==> config.mk <==
export PLATFORM = sky130hd
export DESIGN_NAME = four_pad_multitap_responder_core
export DESIGN_NICKNAME = d
export VERILOG_FILES = /design/src/fpmr_pkg.sv /design/src/fpmr_engine.sv /design/src/four_pad_multitap_responder_core.sv
export VERILOG_INCLUDE_DIRS = /design/src /design/src/src
export SDC_FILE = /design/constraint.sdc
export NUM_CORES = 1
export LEC_CHECK = 0
export ABC_AREA = 1
export BUFFER_PORTS_ARGS = -buffer_cell sky130_fd_sc_hd__buf_2
export CAP_MARGIN = 20
export CORE_MARGIN = 2
export CORE_UTILIZATION = 40
export CTS_BUF_LIST = sky130_fd_sc_hd__clkbuf_8
export DETAILED_ROUTE_END_ITERATION = 16
export RECOVER_POWER = 25
export SLEW_MARGIN = 15
export SYNTH_ARGS = -nofsm -noshare
export SYNTH_HDL_FRONTEND = slang
export SYNTH_SLANG_ARGS = --single-unit
==> constraint.sdc <==
create_clock -name clk -period 3.5 [get_ports clk]
set_input_delay 0.175 -clock clk [delete_from_list [all_inputs] [get_ports clk]]
set_output_delay 0.175 -clock clk [all_outputs]
set_load 0.02 [all_outputs]
==> src/assert_macros.svh <==
// Assertion macros shared by the pad port responder RTL.
// No dependencies; included by files that carry concurrent checks.
`ifndef ASSERT_MACROS_SVH
`define ASSERT_MACROS_SVH

// Check sampled on the rising clock, held off while reset is asserted.
`define FPMR_ASSERT(lbl, clk, rst_n, prop) \
    lbl: assert property (@(posedge clk) disable iff (!rst_n) prop) \
        else $error("fpmr assertion failed");

// Check sampled on the rising clock, also active during reset.
`define FPMR_ASSERT_ALWAYS(lbl, clk, prop) \
    lbl: assert property (@(posedge clk) prop) \
        else $error("fpmr assertion failed");

`endif

==> src/fpmr_pkg.sv <==
// Package for the pad port responder: mode and operation codes, idle values,
// the item struct and the fixed multitap header table. No dependencies.
`default_nettype none

package fpmr_pkg;

    localparam int PAD_COUNT_DEF = 4;
    localparam int PAD_MAX       = 4;

    // pad_mode register codes
    localparam logic [1:0] MODE_THREE = 2'd0;
    localparam logic [1:0] MODE_SIX   = 2'd1;
    localparam logic [1:0] MODE_TAP   = 2'd2;

    // operation codes
    localparam logic OP_PIN     = 1'b0;
    localparam logic OP_BUTTONS = 1'b1;

    localparam logic [3:0] NIB_IDLE  = 4'hf;
    localparam logic [5:0] SOLO_IDLE = 6'h3f;

    typedef struct packed {
        logic                        operation;
        logic                        th_level;
        logic                        tr_level;
        logic                        th_changed;
        logic                        tr_changed;
        logic [3:0]                  changed_mask;
        logic [PAD_MAX-1:0][7:0]     buttons;
    } item_t;

    typedef struct packed {
        logic       hit;
        logic [5:0] data;
    } result_t;

    // Multitap slots 0..7: header and pad type nibbles.
    function automatic logic [3:0] head_slot(input logic [2:0] idx);
        logic [3:0] val;
        case (idx)
            3'd0:    val = 4'h3;
            3'd1:    val = 4'hf;
            default: val = 4'h0;
        endcase
        return val;
    endfunction

endpackage

`default_nettype wire

==> src/fpmr_engine.sv <==
// Responder state (mode, button encodings, multitap index) and the
// single-pass item logic. Depends on fpmr_pkg and assert_macros.svh.
`default_nettype none
`include "assert_macros.svh"

module fpmr_engine #(
    parameter int PAD_COUNT = fpmr_pkg::PAD_COUNT_DEF
) (
    input  wire logic             clk,
    input  wire logic             rst_n,
    input  wire logic             cfg_we,
    input  wire logic [1:0]       cfg_wdata,
    input  wire logic             fire,
    input  wire fpmr_pkg::item_t  item,
    output fpmr_pkg::result_t     res
);
    import fpmr_pkg::*;

    localparam int NIB_DEPTH = 2 * PAD_COUNT;

    logic [1:0] mode_reg;
    logic [3:0] nib_reg [NIB_DEPTH];
    logic [3:0] nib_next [NIB_DEPTH];
    logic [5:0] solo_lo_reg, solo_lo_next;
    logic [5:0] solo_hi_reg, solo_hi_next;
    logic [3:0] idx_reg, idx_next;
    logic       seen_reg, seen_next;

    logic       any_edge;
    logic [3:0] idx_a, idx_b;
    logic       seen_a, adv;
    logic [3:0] slot_val;
    logic [7:0] inv0;

    // multitap sequence walk
    always_comb
    begin
        any_edge = item.th_changed | item.tr_changed;
        idx_a    = item.th_changed ? {3'b000, ~item.th_level} : idx_reg;
        seen_a   = item.th_changed ? item.th_level : seen_reg;
        adv      = item.tr_changed & ~seen_a;
        idx_b    = adv ? idx_a + 4'd1 : idx_a;
    end

    // slot read: fixed header below 8, stored nibbles from 8 up, absent pads idle
    always_comb
    begin
        if (!idx_b[3])
        begin
            slot_val = head_slot(idx_b[2:0]);
        end
        else
        begin
            slot_val = NIB_IDLE;
            for (int k = 0; k < NIB_DEPTH; k++)
            begin
                if (idx_b[2:0] == 3'(k))
                begin
                    slot_val = nib_reg[k];
                end
            end
        end
    end

    always_comb
    begin
        res.hit  = 1'b0;
        res.data = '0;
        if (item.operation == OP_PIN)
        begin
            if (mode_reg == MODE_TAP)
            begin
                res.hit  = item.th_changed | adv;
                res.data = {1'b0, item.tr_level, slot_val};
            end
            else
            begin
                res.hit  = any_edge;
                res.data = item.th_level ? solo_hi_reg : solo_lo_reg;
            end
        end
    end

    assign inv0 = ~item.buttons[0];

    always_comb
    begin
        nib_next     = nib_reg;
        solo_lo_next = solo_lo_reg;
        solo_hi_next = solo_hi_reg;
        idx_next     = idx_reg;
        seen_next    = seen_reg;
        if (fire)
        begin
            if (item.operation == OP_BUTTONS)
            begin
                if (mode_reg == MODE_THREE && item.changed_mask[0])
                begin
                    solo_hi_next = inv0[5:0];
                    solo_lo_next = {inv0[7:6], 2'b00, inv0[1:0]};
                end
                else if (mode_reg == MODE_TAP)
                begin
                    for (int p = 0; p < PAD_COUNT; p++)
                    begin
                        if (item.changed_mask[p])
                        begin
                            nib_next[2*p]   = ~item.buttons[p][3:0];
                            nib_next[2*p+1] = ~item.buttons[p][7:4];
                        end
                    end
                end
            end
            else if (mode_reg == MODE_TAP && any_edge)
            begin
                idx_next  = idx_b;
                seen_next = seen_a;
            end
        end
    end

    always_ff @(posedge clk or negedge rst_n)
    begin
        if (!rst_n)
        begin
            mode_reg    <= MODE_THREE;
            solo_lo_reg <= SOLO_IDLE;
            solo_hi_reg <= SOLO_IDLE;
            idx_reg     <= '0;
            seen_reg    <= 1'b1;
            for (int k = 0; k < NIB_DEPTH; k++)
            begin
                nib_reg[k] <= NIB_IDLE;
            end
        end
        else if (cfg_we)
        begin
            // mode write restarts everything, TH taken as idle high
            mode_reg    <= cfg_wdata;
            solo_lo_reg <= SOLO_IDLE;
            solo_hi_reg <= SOLO_IDLE;
            idx_reg     <= '0;
            seen_reg    <= 1'b1;
            for (int k = 0; k < NIB_DEPTH; k++)
            begin
                nib_reg[k] <= NIB_IDLE;
            end
        end
        else
        begin
            solo_lo_reg <= solo_lo_next;
            solo_hi_reg <= solo_hi_next;
            idx_reg     <= idx_next;
            seen_reg    <= seen_next;
            for (int k = 0; k < NIB_DEPTH; k++)
            begin
                nib_reg[k] <= nib_next[k];
            end
        end
    end

    `FPMR_ASSERT(a_update_silent, clk, rst_n, res.hit |-> (item.operation == OP_PIN))
    `FPMR_ASSERT(a_th_restart, clk, rst_n,
        (fire && !cfg_we && item.operation == OP_PIN && mode_reg == MODE_TAP
         && item.th_changed) |=> (idx_reg <= 4'd2))
    `FPMR_ASSERT(a_low_bits_hold, clk, rst_n,
        (mode_reg != MODE_THREE && !cfg_we) |=> $stable(solo_lo_reg))

endmodule

`default_nettype wire

==> src/four_pad_multitap_responder_core.sv <==
// Top level of the pad port responder: input stage, result stage, handshake.
// Depends on fpmr_pkg, fpmr_engine and assert_macros.svh.
//
// Usage:
//  - Input channel (in_valid / in_stall): one beat is either a pin change
//    (operation 0: TH/TR levels and edge flags) or a button update
//    (operation 1: changed_mask and four active-high button bytes).
//  - Output channel (out_valid / out_stall): one beat carries port_data, the
//    last value driven on the six data pins for a pin change. Button
//    updates and pin changes that drive nothing produce no beat.
//  - Config: cfg_we writes pad_mode from cfg_wdata and clears
//    all stored state; write only while the block is idle.
//  - Flow: an accepted beat is registered, evaluated in one
//    pass and lands in the output register.
//  - Throughput: one beat per cycle unless out_stall holds a result, set by
//    the single pass between the input register and the output register.
//  - Stall: while a result sits in the output register and out_stall is
//    high, the input register still takes one beat, then in_stall rises.
//  - Reset: three-button mode, all buttons released, TH idle high, both
//    stages empty.
`default_nettype none
`include "assert_macros.svh"

module four_pad_multitap_responder_core #(
    parameter int PAD_COUNT = fpmr_pkg::PAD_COUNT_DEF
) (
    input  wire logic       clk,
    input  wire logic       rst_n,
    input  wire logic       cfg_we,
    input  wire logic [1:0] cfg_wdata,
    input  wire logic       in_valid,
    output logic            in_stall,
    input  wire logic       operation,
    input  wire logic       th_level,
    input  wire logic       tr_level,
    input  wire logic       th_changed,
    input  wire logic       tr_changed,
    input  wire logic [3:0] changed_mask,
    input  wire logic [7:0] buttons_pad0,
    input  wire logic [7:0] buttons_pad1,
    input  wire logic [7:0] buttons_pad2,
    input  wire logic [7:0] buttons_pad3,
    output logic            out_valid,
    input  wire logic       out_stall,
    output logic [5:0]      port_data
);
    import fpmr_pkg::*;

    item_t      stage_item_reg;
    logic       stage_valid_reg, stage_valid_next;
    logic       out_valid_reg, out_valid_next;
    logic [5:0] out_data_reg;
    logic       advance, stage_fire, in_accept;
    item_t      in_item;
    result_t    res;

    // the stage moves on unless a held result blocks the output register
    assign advance    = !(out_valid_reg && out_stall);
    assign stage_fire = stage_valid_reg && advance;
    assign in_stall   = stage_valid_reg && !advance;
    assign in_accept  = in_valid && !in_stall;

    always_comb
    begin
        in_item.operation    = operation;
        in_item.th_level     = th_level;
        in_item.tr_level     = tr_level;
        in_item.th_changed   = th_changed;
        in_item.tr_changed   = tr_changed;
        in_item.changed_mask = changed_mask;
        in_item.buttons[0]   = buttons_pad0;
        in_item.buttons[1]   = buttons_pad1;
        in_item.buttons[2]   = buttons_pad2;
        in_item.buttons[3]   = buttons_pad3;
    end

    always_comb
    begin
        if (in_accept)
        begin
            stage_valid_next = 1'b1;
        end
        else if (stage_fire)
        begin
            stage_valid_next = 1'b0;
        end
        else
        begin
            stage_valid_next = stage_valid_reg;
        end
        out_valid_next = stage_fire ? res.hit : (out_valid_reg && out_stall);
    end

    fpmr_engine #(
        .PAD_COUNT (PAD_COUNT)
    ) u_engine (
        .clk       (clk),
        .rst_n     (rst_n),
        .cfg_we    (cfg_we),
        .cfg_wdata (cfg_wdata),
        .fire      (stage_fire),
        .item      (stage_item_reg),
        .res       (res)
    );

    always_ff @(posedge clk or negedge rst_n)
    begin
        if (!rst_n)
        begin
            stage_valid_reg <= 1'b0;
            out_valid_reg   <= 1'b0;
        end
        else
        begin
            stage_valid_reg <= stage_valid_next;
            out_valid_reg   <= out_valid_next;
        end
    end

    // payload registers, no reset
    always_ff @(posedge clk)
    begin
        if (in_accept)
        begin
            stage_item_reg <= in_item;
        end
        if (stage_fire && res.hit)
        begin
            out_data_reg <= res.data;
        end
    end

    assign out_valid = out_valid_reg;
    assign port_data = out_data_reg;

    `FPMR_ASSERT(a_stage_held, clk, rst_n,
        (stage_valid_reg && out_valid_reg && out_stall) |=> stage_valid_reg)
    `FPMR_ASSERT(a_result_source, clk, rst_n,
        $rose(out_valid_reg) |-> $past(stage_fire))
    `FPMR_ASSERT_ALWAYS(a_reset_empty, clk,
        !rst_n |=> (!out_valid_reg && !stage_valid_reg))

endmodule

`default_nettype wire
== Yosys cells after proc, flatten, opt, wreduce, memory -nomap -nowiden ==
Cells that the tools add are included.
Storage, ports and cells
  logic and storage cells: 124
  input port bits: 48
  register bits after elaboration: 100
  output and inout port bits: 8
Operators by class
  reductions and logical operators: 28
  bitwise operators: 14
  equal/unequal tests: 10
  multiplexer cells: 44
  $add $sub $neg: 1
Operators by type and width (count)
  two-way mux 32 bit: 5
  two-way mux 4 bit: 15
  two-way mux 6 bit: 9
  two-way mux 8 bit: 4
  inverter 4 bit: 8
  AND reduction 5 bit: 4
  nonzero test 2 bit: 10
  two-way mux 7 bit: 2
  equality test 3 bit (second input constant): 4
  two-way mux 1 bit: 8
  inverter 8 bit: 1
  one-hot mux 4 bit (2 select lines): 1
  logical AND 1 bit: 7
  equality test 3 x 2 -> 1 bit (second input constant): 2
  AND reduction 3 bit: 2
  adder 4 x 1 -> 4 bit (second input constant): 1
  != test 2 bit (second input constant): 2
  equality test 3 x 1 -> 1 bit (second input constant): 1
  logical NOT 3 bit: 1
  equality test 2 bit (second input constant): 1
  logical NOT 1 bit: 2
  logical NOT 2 bit: 1
  inverter 1 bit: 2
  bitwise OR 1 bit: 2
  other kinds (2): 2

== Logic depth before layout (Yosys ltp) ==
Gate-level depths: netlist of the first run.
  depth after elaboration: 17
  depth in mapped cells: 16
  depth with buffers taken out: 16

== Hierarchy ==
From an unflattened synthesis of the first run, not the netlist that was laid out.
Unflattened totals
  cell total of the unflattened synthesis: 398
  area total of the unflattened synthesis: 4106.4 µm²
By module, submodules not included
  fpmr_engine: cells an instance 336, times used 1, area an instance 2588.7 µm², sequential area each 1253.7 µm²
  four_pad_multitap_responder_core: cells an instance 62, times used 1, area an instance 1517.7 µm², sequential area each 1461.4 µm²

== Worst setup path after synthesis of the first run ==
OpenSTA, ideal clock, no wires.
  kind: reg2reg
  start: reg out_valid_reg, in the netlist out_valid
  end: reg stage_item_reg[0] (netlist bit), enable pin
  library setup time: 0.396 ns
  required time: 3.104 ns
  path buffers: 0
  period minus slack after synthesis: 2.024 ns
  setup slack: 1.476 ns
  data arrival time: 1.629 ns
  stages on the path, launching flop included: 6
  cell sequence: dfrtp_1 > nand2_1 > nor2_1 > inv_1 > nand2_1 > inv_1
On the way
  word-level cells in the longest chain between the ends: 4
Ends and longest elaborated chain
  start, declared: RTL line four_pad_multitap_responder_core.sv:51  | logic out_valid_reg, out_valid_next;
  start signal, assigned: RTL line four_pad_multitap_responder_core.sv:116  | out_valid_reg <= out_valid_next;
  logical AND 1 bit: RTL line four_pad_multitap_responder_core.sv:58  | assign advance = !(out_valid_reg && out_stall);
  logical AND 1 bit: RTL line four_pad_multitap_responder_core.sv:60  | assign in_stall = stage_valid_reg && !advance;
  named net in_stall: RTL line four_pad_multitap_responder_core.sv:32  | output logic in_stall,
  logical NOT 1 bit: RTL line four_pad_multitap_responder_core.sv:61  | assign in_accept = in_valid && !in_stall;
  logical AND 1 bit: RTL line four_pad_multitap_responder_core.sv:61
  named net in_accept: RTL line four_pad_multitap_responder_core.sv:53  | logic advance, stage_fire, in_accept;
  end signal, assigned: RTL line four_pad_multitap_responder_core.sv:125  | stage_item_reg <= in_item;
  end, declared: RTL line four_pad_multitap_responder_core.sv:49  | item_t stage_item_reg;
The timed path passes the listed nets, and every way through them passes these cells.
A chain may end at the register's enable or synchronous reset.

== Final worst setup path of the first run ==
  start: reg stage_item_reg[39] (netlist bit)
  end: reg out_data_reg[0], in the netlist port_data[0], data pin
On the way
  word-level cells in the longest chain between the ends: 15
  elaborated cells on any way between the ends: 27
  classes of those cells: add/sub: 1; eq/ne: 7; mux: 15; bitwise: 3; reduce/logical: 1
Ends and longest elaborated chain
  inverter 1 bit or two-way mux 1 bit (tied branches): RTL line fpmr_engine.sv:39, fpmr_engine.sv:40
  two-way mux 4 bit or inverter 1 bit (tied branches): RTL line fpmr_engine.sv:39, fpmr_engine.sv:41
  adder 4 x 1 -> 4 bit or bitwise AND 1 bit (tied branches): RTL line fpmr_engine.sv:42, fpmr_engine.sv:41
  two-way mux 4 bit: RTL line fpmr_engine.sv:42  | idx_b = adv ? idx_a + 4'd1 : idx_a;
  logical NOT 3 bit: RTL line fpmr_pkg.sv:40, fpmr_engine.sv:57
  two-way mux 4 bit (8 in a row): RTL line fpmr_engine.sv:57  | if (idx_b[2:0] == 3'(k))
  two-way mux 4 bit: RTL line fpmr_engine.sv:48  | if (!idx_b[3])
  two-way mux 7 bit *: RTL line fpmr_engine.sv:71  | if (mode_reg == MODE_TAP)
  end signal, assigned: RTL line four_pad_multitap_responder_core.sv:129  | out_data_reg <= res.data;
  end, declared: RTL line four_pad_multitap_responder_core.sv:52  | logic [5:0] out_data_reg;
Every way passes the cells marked *; elsewhere a longest branch is shown, timed or not.

==> results.sh, run 1 <==
export IMPL_setup_tns_ps=0
export IMPL_cts_tree="done"
export IMPL_yosysSeqAreaShare=0.665
export IMPL_synth_top_cell_area_share=0.346
export IMPL_crit_type="reg -> reg"
export IMPL_core_area_sq_um=9820
export IMPL_synthTopCellsByCount="60 x nand2_1, 52 x inv_1, 47 x edfxtp_1"
export IMPL_worstMarginPinSlew_ps=847
export IMPL_syn_num_nets=417
export IMPL_largest_reg_flops=41
export IMPL_die_y_um=105
export IMPL_cp_cell_sequence="nand2_1 > nand3_2 > nor2_4 > nand2_2 > nand2_2 > nand2_4 > nor3_2 > a21oi_1 > nand3_1 > nand2_1 > nand3_1 > a21oi_2"
export IMPL_antenna_cells=0
export IMPL_cp_num_buf_inv=0
export IMPL_final_cells=613
export IMPL_post_place_ws_ps=1220
export IMPL_path_max_fanout=18
export IMPL_via_per_inst=4.85
export IMPL_antenna_found_initial=0
export IMPL_final_hold_violation_count=0
export IMPL_rsz0062_at_grt="false"
export IMPL_synth_async_reset_ratio=0.515
export IMPL_clock_root_buffer="clkbuf_8"
export IMPL_syn_area_sq_um=4080
export IMPL_htreeDepth=3
export IMPL_total_power_mw=2.31
export IMPL_peakVddDrop_v=0.000292
export IMPL_finalSetupViolCount=0
export IMPL_numPlacedInstances=553
export IMPL_slowest_stage="edfxtp_1"
export IMPL_overflow=0
export IMPL_hold_path_class="in -> reg"
export IMPL_start_util=0.416
export IMPL_fin_skew_ps=9.72
export IMPL_drt_wl_total_um=8900
export IMPL_grt_pass1_vias=2991
export IMPL_io_pins=56
export IMPL_synth_main_ff_cell="edfxtp_1"
export IMPL_cts_sinks=97
export IMPL_syn_inst=369
export IMPL_syn_mean_instance_area_sq_um=11.1
export IMPL_reg2reg_slack_ps=1190
export IMPL_fin_ws_ps=1190
export IMPL_route_detailed_drc=0
export IMPL_max_stage_delay_ps=510
export IMPL_drt_iter0_drc=134
export IMPL_cpLargestDelayFamily="simple AND/OR/NAND/NOR gates"
export IMPL_grt_first_pass_wirelength_um=14400
export IMPL_drive_gt1_frac=0.285
export IMPL_critPathCaptureType="flop"
export IMPL_slew_headroom=0.431
export IMPL_grt_max_degree=51
export IMPL_ctsResizeCount=0
export IMPL_groute_usage_overall=0.171
export IMPL_fmax_mhz=432
export IMPL_synth_area_leaders="edfxtp_1 35%, dfstp_2 27%, nand2_1 5.5%, dfrtp_1 4.9%, inv_1 4.8%"
export IMPL_p_leak_nw=2.26
export IMPL_start_kind="flop"
export IMPL_vias=2971
export IMPL_die_x_um=105
export IMPL_cp_required_ps=3630
export IMPL_wl_per_cell_um=14.5
export IMPL_rows=36
export IMPL_post_cts_buffers=0
export IMPL_power_density_nw_per_um2=449
export IMPL_clock_path_buffers=2
export IMPL_period_share=0.661
export IMPL_routabilityCongestion=0.815
export IMPL_finalCriticalPeriod_ps=2310
export IMPL_dieArea_sq_um=11000
export IMPL_arrival_ps=2440
export IMPL_yosysWarnings=0
export IMPL_numCtsBuffers=9
export IMPL_nets=523
export IMPL_dp_hpwl_um=6080
export IMPL_portBuffers=55
export IMPL_status="completed"
export IMPL_area_delta_synth_final_pct=26.1
export IMPL_yosysMostFrequentCell="nand2_1"
export IMPL_ant_nets=0
export IMPL_firstDrtPassIters=4
export IMPL_cts_clk_slew_worst_paths_ps=100
export IMPL_finalInstanceArea_sq_um=5150
export IMPL_synth_seq_cells=97
export IMPL_yosysTopAreaCell="edfxtp_1"
export IMPL_place_area_sq_um=4510
export IMPL_insertion_delay_ps=380
export IMPL_synth_edf_count=47
export IMPL_maxCapViolations=0
export IMPL_ys_types=33
export IMPL_slew_violations=0
worst paths after layout:
check / endpoint / cells after the start / start
setup / recovery: port_data[0] / 12 / stage_item_reg[39]
hold / removal: u_engine.mode_reg[1] / 3 / cfg_wdata[1]
setup reg to reg: port_data[0] / 12 / stage_item_reg[39]
hold reg to reg: u_engine.nib_reg[1] / 1 / stage_item_reg[29]
max in group asynchronous: u_engine.idx_reg[2] / 2 / rst_n
min in group asynchronous: u_engine.mode_reg[0] / 2 / rst_n
cells in the final DEF, fill, tap and decap left out, types with 2 or more instances in the layout:
master         netlist  routed
nand2_2              4       4
inv_1               52      52
o21ai_0             16      16
buf_2                0      53
nor2_1              25      25
nand2_4              2       2
o211ai_1             5       5
nand3_1             23      23
a21oi_1             15      15
dlygate4sd3_1        0      44
o21ai_1              3       3
nor2_2               3       3
clkbuf_8             0       9
a31oi_1             19      19
buf_4                0       3
nor2_4               2       2
dfrtp_1              8       8
inv_2                3       3
nand3_2              2       2
dfstp_2             42      42
clkinv_4             0       2
nand2_1             60      60
a22oi_1             16      16
edfxtp_1            47      47
o22ai_1              3       3
nor3_2               3       3
tightest hold or removal path, delay by kind of cell:
| family | cells | cell delay (ps) |
|---|---|---|
| buffers and inverters | 1 | 90 |
| AOI/OAI and AO/OA | 1 | 60 |
| and+or+nand+nor | 1 | 40 |
cell families (layout without fill, tap and decap cells):
logic type,Yosys count,count (layout),synth area share
buf+inv,62,173,0.0595
flops,97,97,0.665
simple gates,128,128,0.150
compound gates,81,81,0.123
xor+xnor,1,1,0.00215
repair_timing:
action / in CTS / in global routing
endpoints found under the setup margin: 0 / 0
hold buffers: 43 / 1
hold endpoints to repair: 43 / 8
cell type report:
class	instances	area [sq um]
Clock buffer	9	124
Clock inverter	7	66.3
Fill cell	941	4670
Inverter	56	213
Multi-Input combinational cell	210	1130
Sequential cell	97	2720
Tap cell	133	166
Timing Repair Buffer	101	732
metal layers:
layer | GRT usage | vias up | part of all wire
met3 | 0.0468 | 6 | 0.040
met5 | 0 | - | 0
li1 | - | 1478 | -
met4 | 0.0486 | 0 | 0.0088
met2 | 0.290 | 51 | 0.51
met1 | 0.213 | 1436 | 0.44
per-stage QoR:
| step | hold slack, ps | utilization |
|---|---|---|
| after floorplan | -121 | - |
| after global placement | 352 | 0.459 |
| after detailed placement | 353 | 0.459 |
| after CTS | 9.01 | 0.522 |
| after global routing | 19.3 | 0.524 |
| final | 28.6 | 0.524 |
power breakdown:
group / switching (mW) / leakage (nW) / internal (mW)
clock: 0.416 / 0.0945 / 0.272
sequential: 0.0373 / 1.00 / 1.31
combinational: 0.166 / 1.17 / 0.110
total: 0.619 / 2.26 / 1.69
No activity file was read; power rests on OpenSTA's default activity.
==> inputs of run 2 (changes only) <==
clock period = 2 ns   (was 3.5 ns; I/O delays follow)
==> run 2 against run 1 <==
The flow now finishes with violations (negative setup slack). Non-clock buffer count rose by 35. First-iteration DRC count rose by 14%. Total power rose by 92%. Utilization rose by 4.6 points.
==> results.sh, run 2 (synthesis results as in run 1) <==
export IMPL_grt_pass1_vias=3238
export IMPL_drt_iter0_drc=153
export IMPL_die_y_um=105
export IMPL_io_pins=56
export IMPL_fin_util=0.570
export IMPL_slew_violations=0
export IMPL_grt_first_pass_wirelength_um=15400
export IMPL_groute_usage_overall=0.180
export IMPL_failed_checks="negative setup slack"
export IMPL_dp_hpwl_um=6380
export IMPL_worstHoldStart="cfg_we"
export IMPL_crit_type="reg -> reg"
export IMPL_rsz0062_at_grt="true"
export IMPL_final_hold_violation_count=0
export IMPL_r2r_end="port_data[2]"
export IMPL_layout_common_cells="55 x nand2_1, 54 x buf_2, 50 x inv_1"
export IMPL_start_util=0.416
export IMPL_min_path_cells=3
export IMPL_fmax_mhz=464
export IMPL_via_per_inst=4.89
export IMPL_total_power_mw=4.44
export IMPL_slew_headroom=0.0201
export IMPL_reg2reg_slack_ps=-160
export IMPL_insertion_delay_ps=380
export IMPL_cp_required_ps=2130
export IMPL_path_max_fanout=6
export IMPL_rows=36
export IMPL_routabilityCongestion=0.847
export IMPL_crit_start="stage_item_reg[37]"
export IMPL_drive_gt1_frac=0.366
export IMPL_r2r_cells=12
export IMPL_maxCapViolations=0
export IMPL_vias=3171
export IMPL_htreeDepth=3
export IMPL_largest_reg_flops=41
export IMPL_ant_nets=0
export IMPL_cts_tree="done"
export IMPL_fin_skew_ps=15.6
export IMPL_clock_path_buffers=2
export IMPL_place_area_sq_um=4690
export IMPL_antenna_found_initial=0
export IMPL_core_area_sq_um=9820
export IMPL_antenna_cells=0
export IMPL_r2r_start="stage_item_reg[37]"
export IMPL_overflow=0
export IMPL_layout_commonest_cell="nand2_1"
export IMPL_fin_ws_ps=-157
export IMPL_power_density_nw_per_um2=794
export IMPL_wl_per_cell_um=14.7
export IMPL_die_x_um=105
export IMPL_period_share=1.08
export IMPL_status="finished, violations left"
export IMPL_start_kind="flop"
export IMPL_cts_clk_slew_worst_paths_ps=100
export IMPL_cts_sinks=97
export IMPL_fin_hold_ws_ps=73.1
export IMPL_arrival_ps=2290
export IMPL_grt_max_degree=29
export IMPL_finalInstanceArea_sq_um=5600
export IMPL_post_place_ws_ps=-119
export IMPL_worstMarginPinSlew_ps=1470
export IMPL_clock_root_buffer="clkbuf_8"
export IMPL_finalSetupViolCount=4
export IMPL_p_leak_nw=2.48
export IMPL_portBuffers=55
export IMPL_numCtsBuffers=9
export IMPL_fill_cells=877
export IMPL_firstDrtPassIters=4
export IMPL_nets=559
export IMPL_dieArea_sq_um=11000
export IMPL_critPathCaptureType="flop"
export IMPL_drt_wl_total_um=9530
export IMPL_hold_path_class="in -> reg"
export IMPL_area_delta_synth_final_pct=37.1
export IMPL_peakVddDrop_v=0.000555
export IMPL_finalCriticalPeriod_ps=2160
export IMPL_hold_end="u_engine.mode_reg[0]"
export IMPL_route_detailed_drc=0
[run 2: timing repair]
action                                  in CTS  in global routing
endpoints found under the hold margin       53                  0
setup buffers                                8                  2
pin swaps                                    3                 12
cloned                                       0                  1
resized for setup                            8                 20
hold buffers                                46                  0
endpoints found under the setup margin       4                  4
[run 2: final cells by class]
type	instances	area, sq um	share of cell area
Sequential cell	97	2720	0.485
Multi-Input combinational cell	211	1240	0.222
Timing Repair Buffer	136	1010	0.181
Inverter	56	216	0.0387
Tap cell	133	166	0.0297
Clock buffer	9	124	0.0221
Clock inverter	7	123	0.0219
[run 2: routing by layer]
layer	share of wire	track usage	vias up
li1	-	-	1545
met1	0.44	0.222	1540
met2	0.50	0.304	69
met3	0.032	0.0387	17
met4	0.022	0.0781	0
met5	0	0	-
[run 2: metrics by stage]
| step | setup TNS (ps) | instances |
|---|---|---|
| after global placement | -125 | 576 |
| after global routing | -864 | 649 |
| final | -582 | 649 |
| after CTS | -100 | 646 |
| after floorplan | 0 | 369 |
| after detailed placement | -276 | 576 |
[run 2: power breakdown]
group / internal [mW] / switching, mW / total (mW)
sequential: 2.29 / 0.0631 / 2.35
clock: 0.844 / 0.699 / 1.54
combinational: 0.234 / 0.313 / 0.548
[run 2: worst max path at each step]
| stage | endpoint | cells after the start |
|---|---|---|
| 6_report | port_data[2] | 12 |
| 3_3_place_gp | port_data[3] | 12 |
| 2_1_floorplan | stage_item_reg[0] | 5 |
| 5_1_grt | port_data[3] | 15 |
| 4_1_cts | port_data[3] | 12 |
| 3_5_place_dp | port_data[3] | 12 |
[run 2: critical path, stage by stage (launching register included)]
cell,delay [ps]
edfxtp_1,470
inv_2,100
nand2_4,110
nand3_4,80
nor2_4,180
nand2_2,100
nand2_4,110
buf_4,130
nand2_4,60
nor3_2,270
a21oi_1,130
nand3_2,120
a21oi_2,60
==> inputs of run 3 (changes only) <==
RECOVER_POWER = 100   (was 25)
==> run 3 against run 2 <==
The run still ends with negative setup slack left. Global-route usage is the same. Critical path depth shrank 1. Combinational power shrank 1%. Clock skew grew 0.73 ps. Wire length grew 0.18%. Register-to-register slack is essentially flat. Cell count is the same. Maximum frequency is essentially flat. Total power is essentially flat. Sequential cell count is the same. Critical path type unchanged. Critical endpoint unchanged. Largest power group unchanged.
==> results.sh, run 3 (synthesis results as in run 1) <==
export IMPL_status="finished, violations left"
export IMPL_failed_checks="negative setup slack"
export IMPL_slew_headroom=0.0193
export IMPL_insertion_delay_ps=380
export IMPL_io_pins=56
export IMPL_fmax_mhz=463
export IMPL_p_leak_nw=2.45
export IMPL_maxCapViolations=0
export IMPL_core_area_sq_um=9820
export IMPL_finalCriticalPeriod_ps=2160
export IMPL_htreeDepth=3
export IMPL_cp_cell_sequence="nand2_2 > nand3_4 > nor2_4 > nand2_2 > nand2_4 > buf_4 > nand2_4 > nor3_2 > a21oi_1 > nand3_2 > a21oi_2"
export IMPL_cp_num_buf_inv=1
export IMPL_die_x_um=105
export IMPL_routabilityCongestion=0.847
export IMPL_layout_common_cells="55 x nand2_1, 50 x inv_1, 47 x edfxtp_1"
export IMPL_arrival_ps=2290
export IMPL_setup_tns_ps=-585
export IMPL_largest_reg_flops=41
export IMPL_fin_util=0.568
export IMPL_grt_use_met3=0.0387
export IMPL_critPathCaptureType="flop"
export IMPL_met2_usage=0.304
export IMPL_hold_path_class="in -> reg"
export IMPL_slew_violations=0
export IMPL_start_kind="flop"
export IMPL_total_power_mw=4.44
export IMPL_grtUsageMet1=0.222
export IMPL_die_y_um=105
export IMPL_cp_required_ps=2130
export IMPL_grt_most_used_layer="met2"
export IMPL_wl_per_cell_um=14.7
export IMPL_peakVddDrop_v=0.000555
export IMPL_final_hold_violation_count=0
export IMPL_rsz0062_at_grt="true"
export IMPL_dp_hpwl_um=6380
export IMPL_groute_usage_overall=0.180
export IMPL_slowest_stage="edfxtp_1"
export IMPL_max_stage_delay_ps=490
export IMPL_fin_skew_ps=16.3
export IMPL_fin_hold_ws_ps=76.5
export IMPL_layout_commonest_cell="nand2_1"
export IMPL_grt_max_degree=29
export IMPL_path_max_fanout=6
export IMPL_drt_iter0_drc=164
export IMPL_numCtsBuffers=9
export IMPL_numPlacedInstances=576
export IMPL_start_util=0.416
export IMPL_crit_type="reg -> reg"
export IMPL_portBuffers=55
export IMPL_firstDrtPassIters=5
export IMPL_area_delta_synth_final_pct=36.5
export IMPL_antenna_found_initial=0
export IMPL_cts_sinks=97
export IMPL_grt_pass1_vias=3238
export IMPL_drive_gt1_frac=0.345
export IMPL_cts_clk_slew_worst_paths_ps=100
export IMPL_cpLargestDelayFamily="simple AND/OR/NAND/NOR gates"
export IMPL_clock_root_buffer="clkbuf_8"
export IMPL_route_detailed_drc=0
export IMPL_antenna_cells=0
export IMPL_dieArea_sq_um=11000
export IMPL_worstMarginPinSlew_ps=1470
export IMPL_finalSetupViolCount=4
export IMPL_period_share=1.08
export IMPL_nets=559
export IMPL_final_cells=649
export IMPL_overflow=0
export IMPL_ant_nets=0
export IMPL_rows=36
export IMPL_clock_path_buffers=2
export IMPL_grt_first_pass_wirelength_um=15400
export IMPL_via_per_inst=4.95
export IMPL_power_density_nw_per_um2=797
export IMPL_drt_wl_total_um=9550
export IMPL_vias=3210
export IMPL_fin_ws_ps=-158
export IMPL_cts_tree="done"
-- run 3: layout make-up --
cell class,count,area (sq um)
well taps,133,166
flip-flops and latches,97,2720
fillers,884,4250
clock buffers,9,124
repair buffers,136,993
inverters,56,216
clock inverters,7,123
multi-input cells,211,1230
-- run 3: power breakdown --
group	internal, mW	total (mW)	switching (mW)
combinational	0.229	0.542	0.313
sequential	2.29	2.35	0.0628
clock	0.844	1.55	0.702
total	3.36	4.44	1.08
-- run 3: final timing paths --
path,start,to,slack [ps],depth (start not counted)
max in group asynchronous,rst_n,u_engine.nib_reg[19],290,3
setup reg to reg,stage_item_reg[37],port_data[2],-160,11
hold / removal,cfg_we,u_engine.mode_reg[0],80,3
min in group asynchronous,rst_n,u_engine.mode_reg[0],600,2
hold reg to reg,stage_item_reg[29],u_engine.nib_reg[1],390,1
setup / recovery,stage_item_reg[37],port_data[2],-160,11
-- run 3: worst min-delay path, stage by stage --
cell and delay (ps):
buf_2 190, nand2_1 90, nand2_1 50
-- run 3: through the flow --
step                      worst slack (ps)  cell area, sq um
after floorplan                       40.9              4090
after global placement               -90.9              4690
after detailed placement              -119              4690
after CTS                            -49.8              5490
after global routing                  -250              5570
final                                 -158              5570
-- run 3: metal layers --
metal,part of all wire,vias to the layer above
met5,0,-
met4,0.024,0
met3,0.035,21
met2,0.50,82
met1,0.44,1561
li1,-,1546
-- run 3: timing repair --
action	4_1_cts	5_1_grt
hold buffers	46	0
gates resized for setup	8	20
gates cloned	0	1
endpoints found under the hold margin	53	0
pin swaps	3	12
setup buffers	8	2
endpoints found under the setup margin	4	4
